--- src/rtl/shk_pkg.sv ---
// Shared constants, state types and interface structs of the stream hasher.
package shk_pkg;

    localparam int unsigned LaneCount = 4;
    localparam int unsigned PendDepth = 3;

    localparam logic [63:0] SEED_A  = 64'h16F1_1FE8_9B0D_677C;
    localparam logic [63:0] SEED_B  = 64'hB480_A793_D8E6_C86C;
    localparam logic [63:0] SEED_C  = 64'h6FE2_E5AA_F078_EBC9;
    localparam logic [63:0] SEED_D  = 64'h14F9_94A4_C525_9381;
    localparam logic [63:0] MIX_MUL = 64'h6EED_0E9D_A4D9_4A4F;

    localparam logic [3:0] FULL_WORD_BYTES = 4'd8;

    typedef enum logic [2:0] {
        ST_IDLE,
        ST_GROUP,
        ST_TAIL,
        ST_PART,
        ST_FINAL
    } ctl_state_t;

    typedef enum logic [2:0] {
        MX_IDLE,
        MX_P0,
        MX_P1,
        MX_P2,
        MX_FOLD
    } mix_state_t;

    typedef struct packed {
        logic        start;
        logic [63:0] operand;
    } mix_req_t;

    typedef struct packed {
        logic        idle;
        logic        done;
        logic [63:0] result;
    } mix_rsp_t;

endpackage

--- src/rtl/seahash_stream_hasher_unit.sv ---
// Top level of the stream hasher: word intake, lane sequencer and digest output register.
//
//   Channel  Direction  Ports                                           Transaction
//   s_       in         s_data_word, s_byte_count, s_last_word          one message word
//   m_       out        m_digest                                        one 64-bit digest
//
// One diffusion runs on the shared unit (three 32x32 partial products per multiply).
// A word that only enters the buffer needs no diffusion; the fourth word of a group adds four
// diffusions. A last word adds one diffusion per buffered word, one for a partial word and one
// for the digest. Reset is synchronous and returns the lanes to their seeds.
// The next message may start while a digest still waits; the digest diffusion of that message
// waits until the output register is free.
module seahash_stream_hasher_unit import shk_pkg::*; (
    input  logic        aclk,
    input  logic        aresetn,
    input  logic        s_valid,
    output logic        s_ready,
    input  logic [63:0] s_data_word,
    input  logic [3:0]  s_byte_count,
    input  logic        s_last_word,
    output logic        m_valid,
    input  logic        m_ready,
    output logic [63:0] m_digest
);

    ctl_state_t  state_reg, state_next;
    logic [63:0] lane_reg [LaneCount];
    logic [63:0] lane_next [LaneCount];
    logic [63:0] pend_reg [PendDepth];
    logic [1:0]  pend_cnt_reg, pend_cnt_next;
    logic [63:0] total_reg, total_next;
    logic [63:0] word_reg, word_next;
    logic        last_reg, last_next;
    logic        part_reg, part_next;
    logic [1:0]  idx_reg, idx_next;
    logic        issued_reg, issued_next;
    logic        m_valid_reg, m_valid_next;
    logic [63:0] digest_reg, digest_next;

    logic        in_fire;
    logic [3:0]  cnt_clamp;
    logic [63:0] word_masked;
    logic        push;
    logic        pend_wr;
    logic        need_mix;
    logic [63:0] grp_word;
    mix_req_t    mreq;
    mix_rsp_t    mrsp;

    shk_mix u_mix (
        .aclk    (aclk),
        .aresetn (aresetn),
        .req     (mreq),
        .rsp     (mrsp)
    );

    assign s_ready  = (state_reg == ST_IDLE);
    assign in_fire  = s_valid && s_ready;
    assign m_valid  = m_valid_reg;
    assign m_digest = digest_reg;

    always_comb begin
        cnt_clamp = (s_byte_count > FULL_WORD_BYTES) ? FULL_WORD_BYTES : s_byte_count;
        for (int i = 0; i < 8; i++) begin
            word_masked[8*i +: 8] = (4'(i) < cnt_clamp) ? s_data_word[8*i +: 8] : 8'd0;
        end
        push     = (cnt_clamp != 4'd0) && (!s_last_word || cnt_clamp == FULL_WORD_BYTES);
        grp_word = (idx_reg == 2'd3) ? word_reg : pend_reg[idx_reg];

        need_mix = 1'b0;
        case (state_reg)
            ST_GROUP: need_mix = 1'b1;
            ST_TAIL:  need_mix = (idx_reg < pend_cnt_reg);
            ST_PART:  need_mix = part_reg;
            ST_FINAL: need_mix = !m_valid_reg || m_ready;
            default:  need_mix = 1'b0;
        endcase

        mreq.start   = need_mix && !issued_reg;
        mreq.operand = lane_reg[0] ^ word_reg;
        case (state_reg)
            ST_GROUP: mreq.operand = lane_reg[idx_reg] ^ grp_word;
            ST_TAIL:  mreq.operand = lane_reg[0] ^ pend_reg[idx_reg];
            ST_FINAL: mreq.operand = lane_reg[0] ^ lane_reg[1] ^ lane_reg[2] ^ lane_reg[3]
                                     ^ total_reg;
            default:  mreq.operand = lane_reg[0] ^ word_reg;
        endcase
    end

    always_comb begin
        state_next = state_reg;
        unique case (state_reg)
            ST_IDLE: begin
                if (in_fire) begin
                    if (push && pend_cnt_reg == 2'd3) begin
                        state_next = ST_GROUP;
                    end else if (s_last_word) begin
                        state_next = ST_TAIL;
                    end
                end
            end
            ST_GROUP: begin
                if (mrsp.done && idx_reg == 2'd3) begin
                    state_next = last_reg ? ST_TAIL : ST_IDLE;
                end
            end
            ST_TAIL: begin
                if (!need_mix) begin
                    state_next = ST_PART;
                end
            end
            ST_PART: begin
                if (!part_reg || mrsp.done) begin
                    state_next = ST_FINAL;
                end
            end
            ST_FINAL: begin
                if (mrsp.done) begin
                    state_next = ST_IDLE;
                end
            end
            default: state_next = ST_IDLE;
        endcase
    end

    always_comb begin
        for (int i = 0; i < LaneCount; i++) begin
            lane_next[i] = lane_reg[i];
        end
        pend_cnt_next = pend_cnt_reg;
        total_next    = total_reg;
        word_next     = word_reg;
        last_next     = last_reg;
        part_next     = part_reg;
        idx_next      = idx_reg;
        issued_next   = issued_reg;
        digest_next   = digest_reg;
        pend_wr       = 1'b0;
        m_valid_next  = m_valid_reg && !m_ready;

        if (mreq.start) begin
            issued_next = 1'b1;
        end
        if (mrsp.done) begin
            issued_next = 1'b0;
        end

        case (state_reg)
            ST_IDLE: begin
                if (in_fire) begin
                    word_next  = word_masked;
                    last_next  = s_last_word;
                    part_next  = s_last_word && (cnt_clamp != 4'd0)
                                 && (cnt_clamp != FULL_WORD_BYTES);
                    total_next = total_reg + {60'd0, cnt_clamp};
                    idx_next   = 2'd0;
                    if (push) begin
                        if (pend_cnt_reg == 2'd3) begin
                            pend_cnt_next = 2'd0;
                        end else begin
                            pend_wr       = 1'b1;
                            pend_cnt_next = pend_cnt_reg + 2'd1;
                        end
                    end
                end
            end
            ST_GROUP: begin
                if (mrsp.done) begin
                    lane_next[idx_reg] = mrsp.result;
                    idx_next           = idx_reg + 2'd1;
                end
            end
            ST_TAIL: begin
                if (!need_mix) begin
                    idx_next = 2'd0;
                end else if (mrsp.done) begin
                    lane_next[0] = lane_reg[1];
                    lane_next[1] = lane_reg[2];
                    lane_next[2] = lane_reg[3];
                    lane_next[3] = mrsp.result;
                    idx_next     = idx_reg + 2'd1;
                end
            end
            ST_PART: begin
                if (mrsp.done) begin
                    lane_next[0] = lane_reg[1];
                    lane_next[1] = lane_reg[2];
                    lane_next[2] = lane_reg[3];
                    lane_next[3] = mrsp.result;
                end
            end
            ST_FINAL: begin
                if (mrsp.done) begin
                    digest_next   = mrsp.result;
                    m_valid_next  = 1'b1;
                    lane_next[0]  = SEED_A;
                    lane_next[1]  = SEED_B;
                    lane_next[2]  = SEED_C;
                    lane_next[3]  = SEED_D;
                    pend_cnt_next = 2'd0;
                    total_next    = '0;
                end
            end
            default: idx_next = idx_reg;
        endcase
    end

    always_ff @(posedge aclk) begin
        if (!aresetn) begin
            state_reg    <= ST_IDLE;
            lane_reg[0]  <= SEED_A;
            lane_reg[1]  <= SEED_B;
            lane_reg[2]  <= SEED_C;
            lane_reg[3]  <= SEED_D;
            pend_cnt_reg <= 2'd0;
            total_reg    <= '0;
            last_reg     <= 1'b0;
            part_reg     <= 1'b0;
            idx_reg      <= 2'd0;
            issued_reg   <= 1'b0;
            m_valid_reg  <= 1'b0;
        end else begin
            state_reg    <= state_next;
            lane_reg     <= lane_next;
            pend_cnt_reg <= pend_cnt_next;
            total_reg    <= total_next;
            last_reg     <= last_next;
            part_reg     <= part_next;
            idx_reg      <= idx_next;
            issued_reg   <= issued_next;
            m_valid_reg  <= m_valid_next;
        end
    end

    always_ff @(posedge aclk) begin
        word_reg   <= word_next;
        digest_reg <= digest_next;
        if (pend_wr) begin
            pend_reg[pend_cnt_reg] <= word_masked;
        end
    end

    a_start_when_idle : assert property (@(posedge aclk) disable iff (!aresetn)
        mreq.start |-> mrsp.idle)
        else $error("diffusion started while the unit was busy");

    a_ready_unit_free : assert property (@(posedge aclk) disable iff (!aresetn)
        s_ready |-> mrsp.idle && !issued_reg)
        else $error("input taken while a diffusion was in flight");

    a_done_in_work : assert property (@(posedge aclk) disable iff (!aresetn)
        mrsp.done |-> state_reg != ST_IDLE && issued_reg)
        else $error("diffusion result arrived with no request outstanding");

    a_digest_clears : assert property (@(posedge aclk) disable iff (!aresetn)
        $rose(m_valid_reg) |-> total_reg == '0 && pend_cnt_reg == 2'd0 && lane_reg[0] == SEED_A)
        else $error("state not returned to seeds after a digest");

endmodule

--- src/rtl/shk_mix.sv ---
// Iterative diffusion unit: multiply, data-dependent xorshift, multiply on one 32x32 multiplier.
module shk_mix import shk_pkg::*; (
    input  logic     aclk,
    input  logic     aresetn,
    input  mix_req_t req,
    output mix_rsp_t rsp
);

    mix_state_t  state_reg, state_next;
    logic        pass_reg, pass_next;
    logic [63:0] x_reg, x_next;
    logic [63:0] acc_reg, acc_next;
    logic [31:0] mul_a, mul_b;
    logic [63:0] prod;
    logic [31:0] shift_hi;

    always_comb begin
        state_next = state_reg;
        unique case (state_reg)
            MX_IDLE: begin
                if (req.start) begin
                    state_next = MX_P0;
                end
            end
            MX_P0:   state_next = MX_P1;
            MX_P1:   state_next = MX_P2;
            MX_P2:   state_next = MX_FOLD;
            MX_FOLD: state_next = pass_reg ? MX_IDLE : MX_P0;
            default: state_next = MX_IDLE;
        endcase
    end

    always_comb begin
        mul_a = x_reg[31:0];
        mul_b = MIX_MUL[31:0];
        case (state_reg)
            MX_P1: begin
                mul_a = x_reg[63:32];
                mul_b = MIX_MUL[31:0];
            end
            MX_P2: begin
                mul_a = x_reg[31:0];
                mul_b = MIX_MUL[63:32];
            end
            default: begin
                mul_a = x_reg[31:0];
                mul_b = MIX_MUL[31:0];
            end
        endcase
        prod     = {32'd0, mul_a} * {32'd0, mul_b};
        shift_hi = acc_reg[63:32] >> acc_reg[63:60];

        x_next    = x_reg;
        acc_next  = acc_reg;
        pass_next = pass_reg;
        case (state_reg)
            MX_IDLE: begin
                if (req.start) begin
                    x_next    = req.operand;
                    pass_next = 1'b0;
                end
            end
            MX_P0: acc_next = prod;
            MX_P1, MX_P2: acc_next = {acc_reg[63:32] + prod[31:0], acc_reg[31:0]};
            MX_FOLD: begin
                if (!pass_reg) begin
                    x_next    = acc_reg ^ {32'd0, shift_hi};
                    pass_next = 1'b1;
                end
            end
            default: acc_next = acc_reg;
        endcase

        rsp.idle   = (state_reg == MX_IDLE);
        rsp.done   = (state_reg == MX_FOLD) && pass_reg;
        rsp.result = acc_reg;
    end

    always_ff @(posedge aclk) begin
        if (!aresetn) begin
            state_reg <= MX_IDLE;
            pass_reg  <= 1'b0;
        end else begin
            state_reg <= state_next;
            pass_reg  <= pass_next;
        end
    end

    always_ff @(posedge aclk) begin
        x_reg   <= x_next;
        acc_reg <= acc_next;
    end

    a_done_after_p2 : assert property (@(posedge aclk) disable iff (!aresetn)
        rsp.done |-> $past(state_reg) == MX_P2)
        else $error("diffusion finished without a full multiply pass");

    a_fold_exits : assert property (@(posedge aclk) disable iff (!aresetn)
        state_reg == MX_FOLD |=> state_reg == MX_IDLE || state_reg == MX_P0)
        else $error("fold step left to a wrong step");

    a_pass_from_fold : assert property (@(posedge aclk) disable iff (!aresetn)
        $rose(pass_reg) |-> $past(state_reg) == MX_FOLD)
        else $error("second pass began outside the fold step");

endmodule
--- config.mk ---
export PLATFORM = sky130hd
export DESIGN_NAME = seahash_stream_hasher_unit
export DESIGN_NICKNAME = d
export VERILOG_FILES = /design/src/rtl/shk_pkg.sv /design/src/rtl/seahash_stream_hasher_unit.sv /design/src/rtl/shk_mix.sv
export SDC_FILE = /design/constraint.sdc
export NUM_CORES = 2
export LEC_CHECK = 0
export BUFFER_PORTS_ARGS = -buffer_cell sky130_fd_sc_hd__buf_4
export CAP_MARGIN = 25
export CORE_MARGIN = 4
export CORE_UTILIZATION = 25
export DETAILED_ROUTE_END_ITERATION = 7
export PLACE_DENSITY = 0.41
export SETUP_SLACK_MARGIN = 0.02
export SLEW_MARGIN = 20
export SYNTH_ARGS = -nofsm -noshare
export SYNTH_HDL_FRONTEND = slang
export SYNTH_SLANG_ARGS = --single-unit
--- constraint.sdc ---
create_clock -name aclk -period 15 [get_ports aclk]
set_clock_uncertainty 0.1 [all_clocks]
set_input_delay 1.5 -clock aclk [delete_from_list [all_inputs] [get_ports aclk]]
set_output_delay 1.5 -clock aclk [all_outputs]
set_load 0.01 [all_outputs]
After elaboration in Yosys (flattened, before gate mapping)
Memories as Yosys holds them, arrays and structs flattened. A register that Yosys moved wholly into a read port is not among the register bits.
Cells that the tools add are included.
{"block": "op_classes", "add_sub_neg": 4, "multipliers": 1, "n_lt_le_gt_ge": 12, "n_eq_ne": 23, "shifts": 1, "n_mux": 65, "n_bitwise": 11, "n_reduce_logical": 38}
{"op": "2-to-1 mux 256 bit", "count": 4}
{"op": "case mux 256 bit (4 select lines)", "count": 1}
{"op": "2-to-1 mux 64 bit", "count": 8}
{"op": "XOR 64 bit", "count": 7}
{"op": "case mux 64 bit (2 select lines)", "count": 3}
{"op": "bitwise mux 256 bit", "count": 1}
{"op": "case mux 64 bit (3 select lines)", "count": 1}
{"op": "binary-select mux 64 bit (select 2 bit)", "count": 1}
{"op": "demux 64 bit (select 2 bit)", "count": 1}
{"op": "adder 64 x 4 -> 64 bit", "count": 1}
{"op": "multiplier 32 x 32 -> 64 bit", "count": 1}
{"op": "2-to-1 mux 32 bit", "count": 2}
{"op": "2-to-1 mux 8 bit", "count": 8}
{"op": "XOR 64 x 32 -> 64 bit", "count": 1}
{"op": "adder 32 bit", "count": 1}
{"op": "right shift 32 x 4 -> 32 bit", "count": 1}
{"op": "case mux 3 bit (5 select lines)", "count": 2}
{"op": "2-to-1 mux 3 bit", "count": 8}
{"op": "2-to-1 mux 2 bit", "count": 10}
{"op": "< comparator 3 x 4 -> 1 bit (first input constant)", "count": 4}
{"op": "inequality test 2 bit (second input constant)", "count": 8}
{"op": "equality test 3 x 2 -> 1 bit (second input constant)", "count": 4}
{"op": "logical AND 1 bit", "count": 10}
{"op": "2-to-1 mux 1 bit", "count": 10}
{"op": "32 further kinds", "count": 57}
{"block": "totals", "ff_bits": 591, "mem_bits_rw": 192, "in_bits": 73, "out_inout_bits": 66, "word_cells": 175, "mem_count": 1}
{"name": "pend_reg", "words": 3, "width": 64, "rd": 1, "rd_clocked_by_memory_dff": 1, "write_ports": 1, "line_no": "seahash_stream_hasher_unit.sv:29", "source": "logic [63:0] pend_reg [PendDepth];"}

Logic depth before layout (Yosys ltp)
{"block": "logic_depth", "depth_word": 10, "mapped_depth": 40, "mapped_depth_nobuf": 39}

By module
From an unflattened synthesis, not the netlist that was laid out.
{"block": "unflattened", "hier_cells": 6664, "area_unflattened_um2": 66556.3}
{"module": "seahash_stream_hasher_unit", "n_inst": 1, "cells_each": 3315, "area_per_inst_um2": 34007.6, "seq_area_each_um2": 16275.6}
{"module": "shk_mix", "n_inst": 1, "cells_each": 3349, "area_per_inst_um2": 32548.7, "seq_area_each_um2": 3923.8}

Worst setup path after synthesis
OpenSTA, ideal clock, no wires.
{"block": "synth_timing", "path_kind": "register to register", "start": "register u_mix.state_reg[1]", "end": "register u_mix.acc_reg[61], data pin", "setup_ns": 0.269, "arrival_ns": 9.316, "t_required_ns": 14.631, "slack_ns": 5.315, "stages_incl_launch_ff": 37, "n_path_buf": 3, "period_less_slack_ns": 9.685, "path_cell_list": "dfxtp_1 > clkbuf_1 > nand2b_1 > nor2_1 > buf_2 > buf_1 > mux2_2 > nand2_1 > inv_1 > fa_1 > fa_1 > fa_1 > inv_1 > fa_1 > inv_1 > fa_1 > inv_1 > fa_1 > inv_1 > fa_1 > fa_1 > ha_1 > a21o_1 > a21o_1 > a221oi_1 > nor2b_1 > xnor2_1 > ha_1 > a21o_1 > a21o_1 > a21oi_1 > o21ai_0 > a21o_1 > a21oi_1 > o21ai_0 > xnor2_1 > mux2i_1"}
{"block": "synth_between", "elab_chain_len": 5, "elab_cells_between_ends": 9, "cone_classes": "add/sub: 1; mul: 1; eq/ne: 3; mux: 3; reduce/logical: 1"}
{"element": "from (decl)", "line_no": "shk_mix.sv:9", "source": "mix_state_t state_reg, state_next;"}
{"element": "from (signal assigned)", "line_no": "shk_mix.sv:84", "source": "state_reg <= state_next;"}
{"element": "equality test 3 x 2 -> 1 bit", "line_no": "shk_mix.sv:36, shk_mix.sv:56"}
{"element": "2-to-1 mux 32 bit", "line_no": "shk_mix.sv:36", "source": "case (state_reg)"}
{"element": "multiplier 32 x 32 -> 64 bit", "line_no": "shk_mix.sv:50", "source": "prod = {32'd0, mul_a} * {32'd0, mul_b};"}
{"element": "adder 32 bit", "line_no": "shk_mix.sv:64", "source": "MX_P1, MX_P2: acc_next = {acc_reg[63:32] + prod[31:0], acc_reg[31:0]};"}
{"element": "case mux 64 bit (2 select lines) *", "line_no": "shk_mix.sv:56", "source": "case (state_reg)"}
{"element": "via u_mix.acc_next[61]", "line_no": "shk_mix.sv:12", "source": "logic [63:0] acc_reg, acc_next;"}
{"element": "to (signal assigned)", "line_no": "shk_mix.sv:91", "source": "acc_reg <= acc_next;"}
{"element": "to (decl)", "line_no": "shk_mix.sv:12"}
The timed path passes the listed nets; every way through them passes the cells marked *. The select of a mux whose other input is x is not followed.
A chain may end at the register's enable or synchronous reset.

Final worst setup path
{"block": "layout_timing", "start": "register u_mix.state_reg[2]", "end": "register u_mix.acc_reg[60], data pin"}
Same word-level chain as after synthesis.

==> flow_summary_export.csv <==
group,metric,value,unit
worst_setup_path,critPathCaptureType,"register",
clock_tree,cts_hold_buf,0,
drt,drtPass1Iterations,8,
drt,vias,48993,
die,row_count,187,
timing,max_freq,86.03,MHz
place,dp_slack,3.451,ns
synth,synth.distinct_cells,84,
clock_tree,cts_sinks,785,
synth,synth_warnings,0,
die,die_height,519.0,microns
timing,final_max_slew_viol_count,0,
drt,first_iter_violations,3798,
clock_tree,cts_root_buf,"clkbuf_16",
timing,relSlewSlack,20.32,%
die,dieWidth,519.0,microns
synth,yosys_register_bits,785,
global_route,grt.overflow.total,0,
final_layout,layout_common_cells,"inv_1, fa_1, nand2_1, nor2_1, ha_1",
global_route,first_global_vias,49504,
timing,period_share,77.49,%
worst_setup_path,path_max_fanout,65,
timing,setup_tns,0,ns
place,place_area,70220,sq um
drt,drc,0,
status,status,"complete, no violations",
clock_tree,cts_tree,"built",
synth,seq_area_frac_synth,30.95,%
clock_tree,clkTransAtPathRegs,0.06,ns
global_route,grt_usage,19.07,%
place,gp_congestion,0.8898,
clock_tree,cts-buffers-inserted,86,
worst_setup_path,crit_required,15.34,ns
worst_setup_path,cpMaxStageDelayCell,"dfxtp_1",
timing,finalHoldViolations,0,
drt,routedWlPerCell,26.13,microns
timing,fin_ws,3.376,ns
timing,layout_min_cycle_time,11.62,ns
clock_tree,clk_path_buf_depth,3,
flow_run,cap_violations,0,
synth,syn_inst,6600,
global_route,grt_pass1_wl,374.6,mm
synth,ys.flop_type,"edfxtp_1",
synth,synthArstFlopShare,0,%
clock_tree,cts_setup_buffers,0,
final_layout,layout-drive-gt1-share,7.832,%
drt,wirelength,262.9,mm
final_layout,areaGrowthSynthToFinish,11.90,%
die,dieArea,269300,sq um
clock_tree,cts_resized,0,
synth,syn_area,65270,sq um
die,core-area,259700,sq um
worst_setup_path,path_class,"register to register",
synth,synth_edf_count,448,
drt,avgViaCountPerCell,4.871,
die,start_util,25.13,%
global_route,antenna_found_initial,5,
global_route,grt_max_degree,194,
drt,drtAntennaViolNets,0,
worst_setup_path,start_kind,"register",
min_path,hold_class,"register to register",
final_layout,mostFrequentLayoutCell,"inv_1",
die,ios,139,
worst_setup_path,worst_ep_arrival_time,11.96,ns
clock_tree,clk_latency,0.70,ns
final_layout,nets,7719,
final_layout,final_cell_area,73030,sq um
place,portBuffers,138,
worst_setup_path,slowest_delay,0.71,ns
place,hpwl,197.9,mm
timing,tightest_slew,1.183,ns
synth,syn_area_per_cell,9.889,sq um
timing,finalSetupViolCount,0,
timing,rsz0062_at_grt,"false",
clock_tree,htree_levels,3,
[cells by family after synthesis]
family,share of synthesized area [%]
other,0.01151
AO/OA/AOI/OAI,11.67
multiplexers,4.676
buffers and inverters,7.018
XOR/XNOR,7.448
flip-flops,30.95
adder cells (fa/ha/maj),27.34
AND/OR/NAND/NOR,10.89
[worst paths after layout]
kind	start	slack (ns)	to	depth (start not counted)
worst max register to register	u_mix.state_reg[2]	3.38	u_mix.acc_reg[60]	36
worst min-delay path	issued_reg	0.36	issued_reg	2
worst max-delay path	u_mix.state_reg[2]	3.38	u_mix.acc_reg[60]	36
worst min register to register	issued_reg	0.36	issued_reg	2
[final cells by class]
type / instances / area (sq um)
multi-input cells: 4632 / 40800
repair buffers: 224 / 1747
inverters: 852 / 3208
fillers: 27496 / 186700
well taps: 3402 / 4257
clock inverters: 42 / 396.6
diodes: 5 / 12.51
flip-flops and latches: 785 / 20210
clock buffers: 117 / 2395
[cell usage after synthesis, types with 8 or more instances]
cell type  count  area share (%)
nor2_1       537             3.1
inv_1        846             4.9
a21o_1        59            0.68
or2_2         11            0.11
a31oi_1       55            0.53
o21bai_1      19            0.22
o211ai_1      15            0.17
mux4_2        76             2.6
and4_1        15            0.20
dfxtp_1      337              10
and2_1        56            0.54
a22oi_1       67            0.77
ha_1         463             8.9
a21oi_1      273             2.1
nand2b_1      23            0.22
clkbuf_1     294             1.7
buf_1         55            0.32
xor2_1       228             3.1
o21ai_0      299             2.3
nor2b_1       78            0.75
and3_1        23            0.22
nand2_1      567             3.3
o21a_1        12            0.14
a221oi_1      96             1.3
o22ai_1        8           0.077
fa_1         602              18
nor3_1       139             1.1
or3_1         10           0.096
mux2_2        23            0.40
nand4_1       33            0.32
edfxtp_1     448              21
a211oi_1     118             1.4
xnor2_1      327             4.4
buf_2          9           0.069
nand3_1       82            0.63
mux2i_1      108             1.7
o311ai_0     103             1.4
[stage by stage]
step	util [%]	cells	hold slack [ns]
CTS	28.11	10053	0.3575
global placement	27.01	9889	0.3458
floorplan	-	6630	0.3244
global route	28.12	10054	0.4064
finish	28.12	10059	0.3571
detailed placement	27.04	9894	0.3442
[worst max-delay path: cells and delay by family (launching register included)]
kind                       cells  cell delay [ns]
adders and majority gates     10             4.08
AOI/OAI and AO/OA             10             2.45
buffers and inverters          5             1.57
and+or+nand+nor                8             1.33
DFF                            1             0.71
xor gates and xnor gates       2             0.62
muxes                          1             0.48
[metal layers]
metal / vias up / share of wire (%) / wire length [microns] / global-route usage (%)
met5: - / 0 / 0 / 0
met4: 0 / 2.0 / 5338 / 4.007
met3: 239 / 4.5 / 11820 / 1.700
met2: 1440 / 47 / 123700 / 31.38
met1: 25014 / 46 / 122100 / 27.21
li1: 22300 / - / - / -
Power is not shown: default switching activity piles up to over one toggle a cycle in this logic, so the estimate is an artifact.
